$ cat src/rtl/core/ipv4fc_pkg.sv
// shared types, constants and the ones'-complement adder for the ipv4 frame checksum
`timescale 1ns / 1ps

package ipv4fc_pkg;

   localparam logic [15:0] IpHeaderBytes = 16'd20;
   localparam logic [15:0] AddrOffset    = 16'd12;
   localparam logic [15:0] LenLowOffset  = 16'd3;
   localparam logic [15:0] PosMax        = 16'hFFFF;
   localparam logic [15:0] ZeroSumCode   = 16'hFFFF;
   localparam logic [7:0]  ProtocolReset = 8'd17;

   typedef struct packed {
      logic [7:0] frame_byte;
      logic       frame_end;
   } step_type;

   typedef struct packed {
      logic        length_bad;
      logic        frame_short;
      logic [15:0] upper_layer_sum;
      logic [15:0] ip_header_sum;
   } result_type;

   // 16-bit add with end-around carry
   function automatic logic [15:0] oc_add(input logic [15:0] a, input logic [15:0] b);
      logic [16:0] s;
      s = {1'b0, a} + {1'b0, b};
      return s[15:0] + {15'd0, s[16]};
   endfunction

endpackage

$ cat src/rtl/core/ipv4_frame_checksum.sv
// top level of the ipv4 frame checksum: input register, accumulator and result register
`timescale 1ns / 1ps

// Checks the IPv4 header and upper-layer (pseudo-header plus segment) ones'-complement sums of an
// Ethernet frame fed one byte per transaction, with req_tlast on the final byte. One result
// transaction comes out per frame, once its last byte has passed the input and result registers.
// The block takes one byte every cycle; the only stall is a last byte arriving while the previous
// result is still waiting in the output register and rsp_tready is low. All per-byte work is one
// 16-bit end-around-carry add per accumulator, between the input register and the result register.
module ipv4_frame_checksum
   import ipv4fc_pkg::*;
#(
   parameter int LINK_HEADER_BYTES = 14
) (
   input  logic        clock,
   input  logic        reset,
   input  logic        csr_wr_en,
   input  logic [7:0]  csr_wr_data,   // protocol_number
   input  logic        req_tvalid,
   output logic        req_tready,
   input  logic [7:0]  req_tdata,     // frame_byte
   input  logic        req_tlast,     // frame_end
   output logic        rsp_tvalid,
   input  logic        rsp_tready,
   output logic [31:0] rsp_tdata,     // ip_header_sum [15:0], upper_layer_sum [31:16]
   output logic [1:0]  rsp_tuser      // frame_short [0], length_bad [1]
);

   logic       in_valid_ff, in_valid_in;
   step_type   in_step_ff;
   logic       out_valid_ff, out_valid_in;
   result_type out_res_ff;
   logic       advance;
   logic       res_valid;
   result_type res;

   // a non-last byte never produces a result, so only a last byte waits on the output
   assign advance    = in_valid_ff && (!in_step_ff.frame_end || !out_valid_ff || rsp_tready);
   assign req_tready = !in_valid_ff || advance;

   assign in_valid_in  = (req_tvalid && req_tready) || (in_valid_ff && !advance);
   assign out_valid_in = res_valid || (out_valid_ff && !rsp_tready);

   ipv4fc_accum #(
      .LINK_HEADER_BYTES(LINK_HEADER_BYTES)
   ) u_accum (
      .clock      (clock),
      .reset      (reset),
      .csr_wr_en  (csr_wr_en),
      .csr_wr_data(csr_wr_data),
      .step_en    (advance),
      .step       (in_step_ff),
      .res_valid  (res_valid),
      .res        (res)
   );

   always_ff @(posedge clock) begin
      if (reset) begin
         in_valid_ff  <= 1'b0;
         out_valid_ff <= 1'b0;
      end else begin
         in_valid_ff  <= in_valid_in;
         out_valid_ff <= out_valid_in;
      end
   end

   always_ff @(posedge clock) begin
      if (req_tvalid && req_tready) begin
         in_step_ff.frame_byte <= req_tdata;
         in_step_ff.frame_end  <= req_tlast;
      end
      if (res_valid) begin
         out_res_ff <= res;
      end
   end

   assign rsp_tvalid = out_valid_ff;
   assign rsp_tdata  = {out_res_ff.upper_layer_sum, out_res_ff.ip_header_sum};
   assign rsp_tuser  = {out_res_ff.length_bad, out_res_ff.frame_short};

   a_no_take_when_held: assert property (@(posedge clock) disable iff (reset)
      in_valid_ff && !advance |-> !req_tready)
      else $error("input register overwritten while holding a transaction");

   a_result_has_room: assert property (@(posedge clock) disable iff (reset)
      res_valid |-> !out_valid_ff || rsp_tready)
      else $error("result register overwritten before it was taken");

   a_body_never_stalls: assert property (@(posedge clock) disable iff (reset)
      in_valid_ff && !in_step_ff.frame_end |-> advance)
      else $error("non-last byte stalled");

endmodule

$ cat src/rtl/core/ipv4fc_accum.sv
// per-frame byte position tracking and the two checksum accumulators
`timescale 1ns / 1ps

module ipv4fc_accum
   import ipv4fc_pkg::*;
#(
   parameter int LINK_HEADER_BYTES = 14
) (
   input  logic       clock,
   input  logic       reset,
   input  logic       csr_wr_en,
   input  logic [7:0] csr_wr_data,
   input  logic       step_en,
   input  step_type   step,
   output logic       res_valid,
   output result_type res
);

   localparam logic [15:0] LinkBytes = 16'(LINK_HEADER_BYTES);
   localparam logic [16:0] NeedBase  = 17'(LINK_HEADER_BYTES) + {1'b0, IpHeaderBytes};

   logic [7:0]  proto_ff;
   logic [15:0] pos_ff, pos_in;
   logic [15:0] ip_ff, ip_in;
   logic [15:0] upper_ff, upper_in;
   logic [7:0]  held_ff, held_in;
   logic [15:0] seg_ff, seg_in;
   logic        known_ff, known_in;
   logic        low_ff, low_in;

   logic [15:0] r;
   logic [15:0] r_seg;
   logic [15:0] w;
   logic        in_range;
   logic        upper_add;
   logic [15:0] upper_addend;
   logic [16:0] have;
   logic [16:0] need;
   logic [15:0] len_term;
   logic [15:0] up_sum;

   always_comb begin
      r            = pos_ff - LinkBytes;
      r_seg        = r - IpHeaderBytes;
      w            = {held_ff, step.frame_byte};
      in_range     = (pos_ff != PosMax) && (pos_ff >= LinkBytes);
      ip_in        = ip_ff;
      held_in      = held_ff;
      seg_in       = seg_ff;
      known_in     = known_ff;
      low_in       = low_ff;
      upper_add    = 1'b0;
      upper_addend = w;
      if (in_range) begin
         if (!r[0]) begin
            held_in = step.frame_byte;
            // odd final segment byte, padded with a zero low byte
            if (known_ff && r >= IpHeaderBytes && seg_ff != 16'd0 &&
                r_seg == seg_ff - 16'd1) begin
               upper_add    = 1'b1;
               upper_addend = {step.frame_byte, 8'h00};
            end
         end else if (r < IpHeaderBytes) begin
            ip_in     = oc_add(ip_ff, w);
            upper_add = (r >= AddrOffset);
            if (r == LenLowOffset) begin
               known_in = 1'b1;
               low_in   = (w < IpHeaderBytes);
               seg_in   = low_in ? 16'd0 : w - IpHeaderBytes;
            end
         end else begin
            upper_add = known_ff && (r_seg < seg_ff);
         end
      end
      upper_in = upper_add ? oc_add(upper_ff, upper_addend) : upper_ff;
      pos_in   = (pos_ff != PosMax) ? pos_ff + 16'd1 : pos_ff;

      have     = (pos_ff == PosMax) ? {1'b0, PosMax} : {1'b0, pos_ff} + 17'd1;
      need     = NeedBase + {1'b0, seg_in};
      len_term = oc_add(seg_in, {8'd0, proto_ff});
      up_sum   = oc_add(upper_in, len_term);

      res_valid           = step_en && step.frame_end;
      res.ip_header_sum   = (ip_in == 16'd0) ? ZeroSumCode : ip_in;
      res.upper_layer_sum = (up_sum == 16'd0) ? ZeroSumCode : up_sum;
      res.frame_short     = !known_in || (have < need);
      res.length_bad      = low_in;
   end

   always_ff @(posedge clock) begin
      if (reset) begin
         proto_ff <= ProtocolReset;
      end else if (csr_wr_en) begin
         proto_ff <= csr_wr_data;
      end
   end

   always_ff @(posedge clock) begin
      if (reset || (step_en && step.frame_end)) begin
         pos_ff   <= 16'd0;
         ip_ff    <= 16'd0;
         upper_ff <= 16'd0;
         held_ff  <= 8'd0;
         seg_ff   <= 16'd0;
         known_ff <= 1'b0;
         low_ff   <= 1'b0;
      end else if (step_en) begin
         pos_ff   <= pos_in;
         ip_ff    <= ip_in;
         upper_ff <= upper_in;
         held_ff  <= held_in;
         seg_ff   <= seg_in;
         known_ff <= known_in;
         low_ff   <= low_in;
      end
   end

   a_clear_after_last: assert property (@(posedge clock) disable iff (reset)
      step_en && step.frame_end |=> pos_ff == 16'd0 && !known_ff && ip_ff == 16'd0)
      else $error("frame state not cleared after last byte");

   a_pos_saturates: assert property (@(posedge clock) disable iff (reset)
      step_en && !step.frame_end && pos_ff == PosMax |=> pos_ff == PosMax)
      else $error("byte position wrapped");

   a_low_needs_known: assert property (@(posedge clock) disable iff (reset)
      low_ff |-> known_ff && seg_ff == 16'd0)
      else $error("length flagged low without a known zero segment length");

endmodule

$ cat config.mk
export PLATFORM = sky130hd
export DESIGN_NAME = ipv4_frame_checksum
export DESIGN_NICKNAME = d
export VERILOG_FILES = /design/src/rtl/core/ipv4fc_pkg.sv /design/src/rtl/core/ipv4_frame_checksum.sv /design/src/rtl/core/ipv4fc_accum.sv
export SDC_FILE = /design/constraint.sdc
export NUM_CORES = 1
export LEC_CHECK = 0
export ABC_CLOCK_PERIOD_IN_PS = 15700
export BUFFER_PORTS_ARGS = -buffer_cell sky130_fd_sc_hd__buf_4
export CAP_MARGIN = 20
export CORE_AREA = 10 10 154 156
export CTS_BUF_LIST = sky130_fd_sc_hd__clkbuf_8
export DETAILED_ROUTE_END_ITERATION = 12
export DIE_AREA = 0 0 164 166
export PLACE_DENSITY = 0.85
export SYNTH_ARGS = -nofsm -noshare
export SYNTH_HDL_FRONTEND = slang
export SYNTH_HIERARCHICAL = 1
export SYNTH_SLANG_ARGS = --single-unit
$ cat constraint.sdc
create_clock -name clock -period 15.7 [get_ports clock]
set_clock_uncertainty 0.05 [all_clocks]
set_input_delay 0.785 -clock clock [delete_from_list [all_inputs] [get_ports clock]]
set_output_delay 0.785 -clock clock [all_outputs]
set_load 0.02 [all_outputs]
==> Word-level counts from Yosys, hierarchy flattened <==
Index checks and enable logic that the tools add are counted.
{ "classes": {"n_reduce_logical": 28, "magnitude_cmp": 7, "eq_ne": 4, "add_sub_neg": 15, "mux": 25, "n_bitwise": 1} }
{ "ops": {"columns": ["operator", "n"], "rows": [
  ["two-way mux 16 bit", 12],
  ["adder 16 x 1 -> 16 bit", 4],
  ["adder 16 x 16 -> 17 bit", 3],
  [">= comparator 16 x 4 -> 1 bit, second input constant", 2],
  ["logical NOT 16 bit", 2],
  ["less-than comparator 16 x 5 -> 1 bit, second input constant", 2],
  ["subtractor 16 x 5 -> 16 bit, second input constant", 2],
  ["adder 16 x 1 -> 17 bit, second input constant", 1],
  ["adder 16 x 8 -> 17 bit", 1],
  ["adder 6 x 16 -> 17 bit, first input constant", 1],
  ["less-than comparator 17 bit", 1],
  ["two-way mux 17 bit", 1],
  ["adder 16 x 1 -> 16 bit, second input constant", 1],
  ["equality test 16 bit", 1],
  ["equality test 16 bit, second input constant", 1],
  ["equality test 16 x 2 -> 1 bit, second input constant", 1],
  [">= comparator 16 x 5 -> 1 bit, second input constant", 1],
  ["less-than comparator 16 bit", 1],
  ["inequality test 16 bit, second input constant", 1],
  ["nonzero test 16 bit", 1],
  ["subtractor 16 x 1 -> 16 bit, second input constant", 1],
  ["subtractor 16 x 4 -> 16 bit, second input constant", 1],
  ["two-way mux 1 bit", 12],
  ["logical AND 1 bit", 10],
  ["other kinds (5)", 16]
]} }
{ "totals": {"elab_cells": 96, "register_bits": 127, "out_inout_bits": 36, "input_bits": 22} }

==> Longest topological paths before layout <==
{ "depth": {"word_depth": 14, "depth_mapped": 54} }

==> Cells and area by module <==
Netlist, hierarchy kept.
{ "modules_own_cells": {"columns": ["module", "seq_area_each_um2", "area_each_um2", "instances", "cells_per_inst"], "rows": [
  ["ipv4fc_accum", 1641.6, 11708.7, 1, 1594],
  ["ipv4_frame_checksum", 1331.3, 1401.3, 1, 52]
]} }

==> Least setup slack after synthesis <==
OpenSTA, ideal clock, no wires.
{ "synth_path": {"path_kind": "register -> register", "from": "reg u_accum.pos_ff[1]", "to": "reg out_res_ff (netlist bit rsp_tdata[29]) (data pin)", "arrival_ns": 10.682, "path_stages_with_launch": 54, "setup_ns": 0.264, "synth_period_minus_slack_ns": 10.996, "n_path_buf": 4, "t_required_ns": 15.386, "setup_slack_ns": 4.704, "path_cell_list": "dfxtp_1 > ha_1 > and2_1 > buf_6 > or4b_4 > a32o_1 > a211o_1 > or3_1 > xor3_1 > or4_4 > nor4_4 > nand2_1 > clkbuf_1 > and2_1 > ha_1 > inv_1 > fa_1 > nor2b_1 > [18 not listed] > a221oi_1 > a21oi_1 > nand2_1 > nand2_1 > a21o_1 > ha_1 > ha_1 > inv_1 > a2111oi_0 > o211ai_1 > or3_1 > and4_1 > o21ai_0 > o31ai_1 > and3_1 > nand3_1 > clkbuf_1 > nand2_1"} }
{ "synth_via": {"elab_chain_len": 14, "elab_cells_between_ends": 34, "cone_classes": "8 x add/sub; 5 x order compare; 3 x eq/ne; 12 x mux; 6 x reduce/logical"} }
{ "synth_lines": {"columns": ["element", "line_no", "rtl"], "rows": [
  ["start, declared", "ipv4fc_accum.sv:23", "logic [15:0] pos_ff, pos_in;"],
  ["start signal, assigned", "ipv4fc_accum.sv:108", "pos_ff <= pos_in;"],
  ["parallel branches: the longest is 10 deep, another holds adder 16 x 16 -> 17 bit", null, null],
  ["two-way mux 16 bit (*)", "ipv4fc_accum.sv:75", "upper_in = upper_add ? oc_add(upper_ff, upper_addend) : upper_ff;"],
  ["via u_accum.upper_in[9]", "ipv4fc_accum.sv:25", "logic [15:0] upper_ff, upper_in;"],
  ["adder 16 x 16 -> 17 bit (*)", "ipv4fc_pkg.sv:28", "s = {1'b0, a} + {1'b0, b};"],
  ["adder 16 x 1 -> 16 bit (*)", "ipv4fc_pkg.sv:29", "return s[15:0] + {15'd0, s[16]};"],
  ["logical NOT 16 bit", "ipv4fc_accum.sv:85", "res.upper_layer_sum = (up_sum == 16'd0) ? ZeroSumCode : up_sum;"],
  ["end signal, assigned", "ipv4_frame_checksum.sv:73", "out_res_ff <= res;"],
  ["end, declared", "ipv4_frame_checksum.sv:32", "result_type out_res_ff;"]
]} }
Mark *: on every way through the listed nets, which the timed path passes.
A chain may end at the register's enable or synchronous reset.

==> Worst setup path in the final report <==
{ "layout_path": {"from": "reg u_accum.pos_ff[4]", "to": "reg out_res_ff (netlist bit rsp_tdata[18]) (data pin)"} }
Same word-level chain as after synthesis.

==> run metrics <==
fin cells 1939; total chip power 0.000806 W; register area share after synthesis 22.7%; CTS tree built; Hold Path Cell Cnt 1; Final Setup Violations 0; peak supply drop 0.0562 mV; Min Hold Slack 435 ps; maximum clock path buffer count 2; Via density 6.38; min cycle time layout 12680 ps; Max stage delay on crit path 940 ps; asr flop ratio synth 0%; max-cap violations 0; Antenna Nets Post-Route 0; fin crit share 80.8%; setup repair after global routing missed its margin false; cell count after placement 1906; Synth-to-Final Area Change 6.80%; outcome completed; largest net degree at the start of global routing 59; CP Class reg2reg; routed length per instance 18.5 µm; Initial DRT Pass Iterations 6; Hold WC Path Type in2reg; Core Area 20700 µm²; Resized cells post-CTS 0; cell area after synthesis 13100 µm²; total CTS buffers 17; CTS Hold Bufs 0; IO Port Bufs 57; Relative slew margins 29.2%; post-CTS setup buffer count 0; Core Rows 53; post-synthesis register bit count 127; Bufs and invs on worst path 2; FF+latch area 2970 µm²; HPWL Detailed 27200 µm; drt drc 0; first-pass GRT wire length 58100 µm; CP max FO 19; ys flop type dfxtp_1; die height 166 µm; Fin Setup TNS 0 ps; worst reg2reg path depth 47; io pins 58; Starting Density 63.4%; Iter 0 DRT Violations 1130; clk_lat worst skew 470 ps; Die Width 164 µm; most frequent cell after synthesis nand2_1; Crit path arrival time 12950 ps; WP depth 47; area of the multi-input gates 9610 µm²; gate family responsible for the most delay along the worst path simple AND/OR/NAND/NOR gates; via count of the first global-routing pass 11.3k; clock sink count 127; Fillers 1743; Worst EP required 15970 ps; CP most frequent cell ha_1; final count of pins violating max slew 0; largest area contributor in the netlist dfxtp_1; total track usage 25.7%; PnR worst setup slack 3020 ps; PwrDens 57.5 nW/µm²; die area 27200 µm²; Syn Nets 1778; CP max stage cell nor3_1; Synthesis Warnings 6; Place WS 3340 ps; share of post-route cells with drive strength above 1 9.44%; GRT overflow 0; Slew @ Worst Pin 1050 ps; area fraction of the dominant cell type after synthesis 12.8%; FMAX 78.8 MHz; WL final 35900 µm; P_leak 5.54 nW; Post-synth top cells nand2_1 (182), nor2_1 (165), xnor2_1 (112); Syn Area/Cell 7.96 µm²; post-synthesis cell type count 87; CP startpoint kind flip-flop; Crit. End Element flip-flop; clock root cell clkbuf_8; EDFF count, synth 43; GPL Wtd Cong 0.962; Hold Violations, Final 0; Post-Synthesis Cells 1646; Nets 1783; initial antenna violation count 0; antenna cell count 0; dominant cells by area after synthesis dfxtp_1 (13%), ha_1 (10%), edfxtp_1 (9.8%); Clock transition at path regs 90 ps; # H-tree levels 4; DR vias 12.4k
stage by stage:
| step | cell area [µm²] | utilization [%] |
|---|---|---|
| final | 14000 | 67.7 |
| after floorplan | 13100 | - |
| after global placement | 13600 | 65.8 |
| after global routing | 14000 | 67.7 |
| after detailed placement | 13600 | 65.8 |
| after CTS | 14000 | 67.6 |
worst register-to-register path, delay by kind of cell, from the launching register on:
family,cells,cell delay (ps)
buf+inv,2,150
fa+ha+maj,6,1420
xor+xnor,2,540
mux,1,280
compound gates,14,3750
flops,1,510
simple gates,22,5850
logic make-up after synthesis:
| logic type | synth area share, % |
|---|---|
| xor gates and xnor gates | 12.4 |
| DFF | 22.7 |
| adders and majority gates | 10.7 |
| AOI/OAI and AO/OA | 16.6 |
| muxes | 6.86 |
| and+or+nand+nor | 26.5 |
| buffers and inverters | 4.18 |
registers in the layout, indices dropped and copies added (netlist names), 2 cells and up:
name / flops
u_accum/proto_ff: 8
rsp_tuser: 2
u_accum/held_ff: 8
u_accum/upper_ff: 16
u_accum/seg_ff: 16
u_accum/pos_ff: 16
in_step_ff: 9
rsp_tdata: 32
u_accum/ip_ff: 16
layout by cell type, fill, tap and decap left out, types with 26 or more instances in the layout:
cell type,netlist,layout
nor3_1,50,50
inv_1,51,52
nand3_1,67,67
nand4_1,26,26
ha_1,106,106
edfxtp_1,43,43
nor2_1,165,164
nand2_1,182,182
mux2i_1,55,55
a211oi_1,30,30
xnor2_1,112,112
buf_4,4,64
xor2_1,61,61
o21ai_0,57,57
dfxtp_1,84,84
mux2_2,31,31
a21o_1,26,26
a21oi_1,71,71
layer usage:
metal,wire length [µm],GRT usage [%]
met1,15100,32.8
met2,16800,41.5
met3,2320,4.07
met4,1630,12.1
met5,0,0
final cells by class:
| cell class | count | share of cell area [%] |
|---|---|---|
| Clock buffer | 17 | 1.67 |
| Clock inverter | 15 | 1.05 |
| Inverter | 53 | 1.42 |
| Multi-Input combinational cell | 1387 | 68.6 |
| Sequential cell | 127 | 21.2 |
| Tap cell | 275 | 2.46 |
| Timing Repair Buffer | 65 | 3.54 |
power breakdown:
part           total (W)  internal [W]  leakage (nW)  switching [W]
combinational   0.000158     0.0000640          4.30      0.0000941
clock           0.000289      0.000140         0.188       0.000150
sequential      0.000358      0.000348          1.05     0.00000984
path summary, 6_finish.rpt:
| path | start | endpoint | slack (ps) |
|---|---|---|---|
| max | u_accum/pos_ff[4]$_SDFFE_PP0P_ | rsp_tdata[18]$_DFFE_PP_ | 3020 |
| min | req_tdata[3] | in_step_ff[4]$_DFFE_PP_ | 440 |
| min reg2reg | u_accum/upper_ff[12]$_SDFFE_PP0P_ | u_accum/upper_ff[12]$_SDFFE_PP0P_ | 450 |
| max reg2reg | u_accum/pos_ff[4]$_SDFFE_PP0P_ | rsp_tdata[18]$_DFFE_PP_ | 3020 |
No activity file was read; power rests on OpenSTA's default activity.
